File: src/hdl/rops_pkg.sv
// Shared types, constants and the entry compare for the render order sorter.
`default_nettype none

package rops_pkg;

  localparam int unsigned MAX_ENTRIES_DEF = 64;

  typedef struct packed {
    logic [15:0]        handle;
    logic [15:0]        layer;
    logic signed [23:0] y_pos;
    logic               last;
  } in_word_t;

  typedef struct packed {
    logic [15:0]        out_handle;
    logic [15:0]        out_layer;
    logic signed [23:0] out_y_pos;
    logic               out_last;
  } out_word_t;

  // one stored list entry
  typedef struct packed {
    logic [15:0]        handle;
    logic [15:0]        layer;
    logic signed [23:0] y_pos;
  } entry_t;

  typedef enum logic [2:0] {
    ST_LOAD,
    ST_F_PRIME,
    ST_F_HEAD,
    ST_F_RUN,
    ST_F_TAIL,
    ST_B_RUN,
    ST_B_TAIL,
    ST_EMIT
  } state_t;

  // sequencer to compare unit
  typedef struct packed {
    logic load;      // carry takes the read word
    logic step;      // one compare and exchange step
    logic bwd;       // backward pass
    logic clr_swap;  // start of a forward pass
  } swap_ctl_t;

  // true when a must come after b: layer first, then signed position
  function automatic logic entry_greater(input entry_t a, input entry_t b);
    logic gt;
    if (a.layer != b.layer) begin
      gt = (a.layer > b.layer);
    end else begin
      gt = (a.y_pos > b.y_pos);
    end
    return gt;
  endfunction

endpackage

`default_nettype wire

File: src/hdl/rops_swap_unit.sv
// Shared compare and exchange unit: holds the bubbling entry and the swap flag.
`default_nettype none

module rops_swap_unit
  import rops_pkg::*;
(
  input  wire logic      clk,
  input  wire logic      rst_n,
  input  wire swap_ctl_t ctl,
  input  wire entry_t    rd_entry,
  output entry_t         wr_entry,
  output entry_t         carry,
  output logic           swap_seen
);

  entry_t carry_r;
  logic   swap_seen_r;
  logic   swap;

  // forward pass carries the larger entry up, backward pass the smaller one down
  always_comb begin
    swap     = ctl.bwd ? entry_greater(rd_entry, carry_r) : entry_greater(carry_r, rd_entry);
    wr_entry = swap ? rd_entry : carry_r;
  end

  always_ff @(posedge clk) begin
    if (ctl.load) begin
      carry_r <= rd_entry;
    end else if (ctl.step && !swap) begin
      carry_r <= rd_entry;
    end
  end

  always_ff @(posedge clk) begin
    if (!rst_n) begin
      swap_seen_r <= 1'b0;
    end else if (ctl.clr_swap) begin
      swap_seen_r <= 1'b0;
    end else if (ctl.step && !ctl.bwd && swap) begin
      swap_seen_r <= 1'b1;
    end
  end

  assign carry     = carry_r;
  assign swap_seen = swap_seen_r;

endmodule

`default_nettype wire

File: config.mk
export PLATFORM = sky130hd
export DESIGN_NAME = rops_swap_unit
export DESIGN_NICKNAME = d
export VERILOG_FILES = /design/src/hdl/rops_pkg.sv /design/src/hdl/rops_swap_unit.sv
export SDC_FILE = /design/constraint.sdc
export NUM_CORES = 1
export LEC_CHECK = 0
export ABC_AREA = 0
export BUFFER_PORTS_ARGS = -buffer_cell sky130_fd_sc_hd__buf_4
export CORE_MARGIN = 3
export CORE_UTILIZATION = 30
export DETAILED_ROUTE_END_ITERATION = 12
export MAX_ROUTING_LAYER = met4
export PLACE_DENSITY = 0.58
export SLEW_MARGIN = 40
export SYNTH_ARGS = -nofsm -noshare
export SYNTH_HDL_FRONTEND = slang
export SYNTH_SLANG_ARGS = --single-unit
File: constraint.sdc
create_clock -name clk -period 16.45 [get_ports clk]
set_clock_uncertainty 0.1 [all_clocks]
set_input_delay 3.29 -clock clk [delete_from_list [all_inputs] [get_ports clk]]
set_output_delay 3.29 -clock clk [all_outputs]
set_load 0.02 [all_outputs]
==> metrics.txt <==
vias in the first global route=2873; min Tclk post-route=10.02 ns; width of the die=113.9 um; cell area after layout=5291 um2; GRT Util Overall=14.09%; number of synthesized flops with an enable pin=56; antenna-violating nets left=0; die area=12970 um2; Avg WL per Cell=15.00 um; share of the synthesized area in the top cell type=48.15%; layout cell share with drive strength beyond 1=48.28%; count of input and output buffers=174; I/O Pins=175; final count of pins violating max slew=0; Netlist cell types=32; Seq/Total Area, Yosys=48.73%; fin nets=561; max_cap viols=0; Syn. warnings=0; FMAX=99.82 MHz; HPWL Detailed=7059 um; crit path max fanout=33; Design Power=0.5471 mW; Crit Path Category=in2out; cells after synthesis=276; CTS Buffer Depth=2; Core ar.=11130 um2; # setup viols final=0; synthesized flop and latch total=57; initial core utilization=31.39%; final worst slack=6.431 ns; CP required=13.06 ns; LEAKAGE=2.480 nW; run status=completed; CTS Buf Count=9; post-CTS sizing=0; vias=2796; RSZ-0062 raised after global routing=no; Synth-to-Final Area Change=51.52%; worst rel slew slack=67.05%; worst skew pair latency=0.32 ns; WL final=9058 um; Rows=38; n_diodes=0; iteration count of the initial detailed-routing pass=4; VDD IR max=58.24 uV; CTS Sinks=57; pre-CTS setup slack=6.211 ns; Worst Hold Class=reg2reg; post-CTS setup buffer count=0; DRC viols=0; DRC violation total after the first TritonRoute iteration=83; Slew @ Worst Pin=0.4929 ns; CP Capture Type=primary output; synth top area cells=edfxtp_1 (48%), ha_1 (14%), mux2_1 (9.4%); cts hold-fix bufs=0; gr ovfl total=0; clock root buffer=clkbuf_16; PD cells=103.4 nW/um2; Main synth FF type=edfxtp_1; setup TNS=0 ns; first-pass GRT wire length=14250 um; Final GP Congestion=0.6961; Post-Syn Nets=378; cell taking the most area after synthesis=edfxtp_1; CTS tree=done; placed inst area=4951 um2; initial antenna violation count=0; ys async rst share=0%; Avg Inst Size Synth=12.65 um2; Startpoint Class=input pin; vias per inst=4.629; Mapped Area=3492 um2; Reg clk slew, reported paths=0.05 ns; largest net degree at the start of global routing=34; CP arrival=6.63 ns; htree depth=3; Die Span Y=113.9 um; final hold violations=0; Final period util=60.90%
synth_stat cells (all sizes together), types with 2 or more instances:
| master | n |
|---|---|
| a21o | 2 |
| a21oi | 18 |
| buf | 6 |
| edfxtp | 56 |
| ha | 40 |
| inv | 44 |
| mux2 | 56 |
| nand2 | 10 |
| nand4 | 9 |
| nor2 | 5 |
| nor3 | 3 |
| o211ai | 2 |
| o21a | 2 |
| o21ai | 8 |
layout make-up:
class	instances	area, um2
clock inverters	7	85.08
flip-flops and latches	57	1702
inverters	44	165.2
repair buffers	178	1351
clock buffers	9	225.2
multi-input cells	169	1588
fillers	1033	5834
well taps	140	175.2
registers in the layout, indices dropped and copies added (netlist names):
name,flops
carry,56
swap_seen,1
cell families after synthesis:
kind of cell | Yosys count | share of synthesized area [%]
buffers and inverters | 50 | 6.449
DFF | 57 | 48.73
AOI/OAI and AO/OA | 40 | 7.452
adders and majority gates | 40 | 14.33
muxes | 56 | 18.06
and+or+nand+nor | 33 | 4.980
report_power, final:
part           total [mW]  internal (mW)  leakage (nW)  switching (mW)
registers           0.183          0.174         0.566         0.00841
logic               0.171         0.0796          1.76          0.0911
clock network       0.194          0.131         0.150          0.0628
placed cells by master, fill, tap and decap left out, drive strengths merged, types with 2 or more instances in the layout:
cell type	count
o21ai	8
nor2	5
ha	40
inv	44
clkinv	4
nand4	9
o211ai	2
a21oi	18
clkbuf	9
nand2	10
nor3	3
edfxtp	56
bufinv	2
a21o	2
mux2	56
buf	178
o21a	2
worst paths after layout:
path	from	to	cells after the start	slack, ns
max	rd_entry[1]	wr_entry[2]	14	6.43
min	swap_seen$_SDFFE_PP0P_	swap_seen$_SDFFE_PP0P_	1	0.43
max reg2reg	carry[1]$_DFFE_PP_	carry[53]$_DFFE_PP_	13	12.19
min reg2reg	swap_seen$_SDFFE_PP0P_	swap_seen$_SDFFE_PP0P_	1	0.43
layer usage:
| metal | wire length, um | vias to the layer above | global-route usage, % |
|---|---|---|---|
| met5 | 0 | - | - |
| met4 | 72 | 0 | 4.355 |
| met3 | 629 | 6 | 3.077 |
| met2 | 4356 | 110 | 22.50 |
| met1 | 3999 | 1277 | 17.97 |
| li1 | - | 1403 | - |
per-stage QoR:
stage	std cells	hold WS, ns	util, %
6_report	604	0.4349	47.56
5_1_grt	604	0.4535	47.56
4_1_cts	602	0.4265	47.29
3_5_place_dp	586	0.4143	44.50
3_3_place_gp	586	0.4116	44.50
2_1_floorplan	276	0.5276	-
critical path, stage by stage:
cell and delay (ns):
buf_4 0.10, inv_1 0.04, ha_1 0.30, nor2b_1 0.13, o211ai_1 0.15, a21oi_1 0.09
o311a_1 0.37, o21a_1 0.21, nor4_2 0.38, a2bb2oi_4 0.34, buf_8 0.22, buf_4 0.43
mux2_2 0.39, buf_4 0.16
No activity file was read; power rests on OpenSTA's default activity.
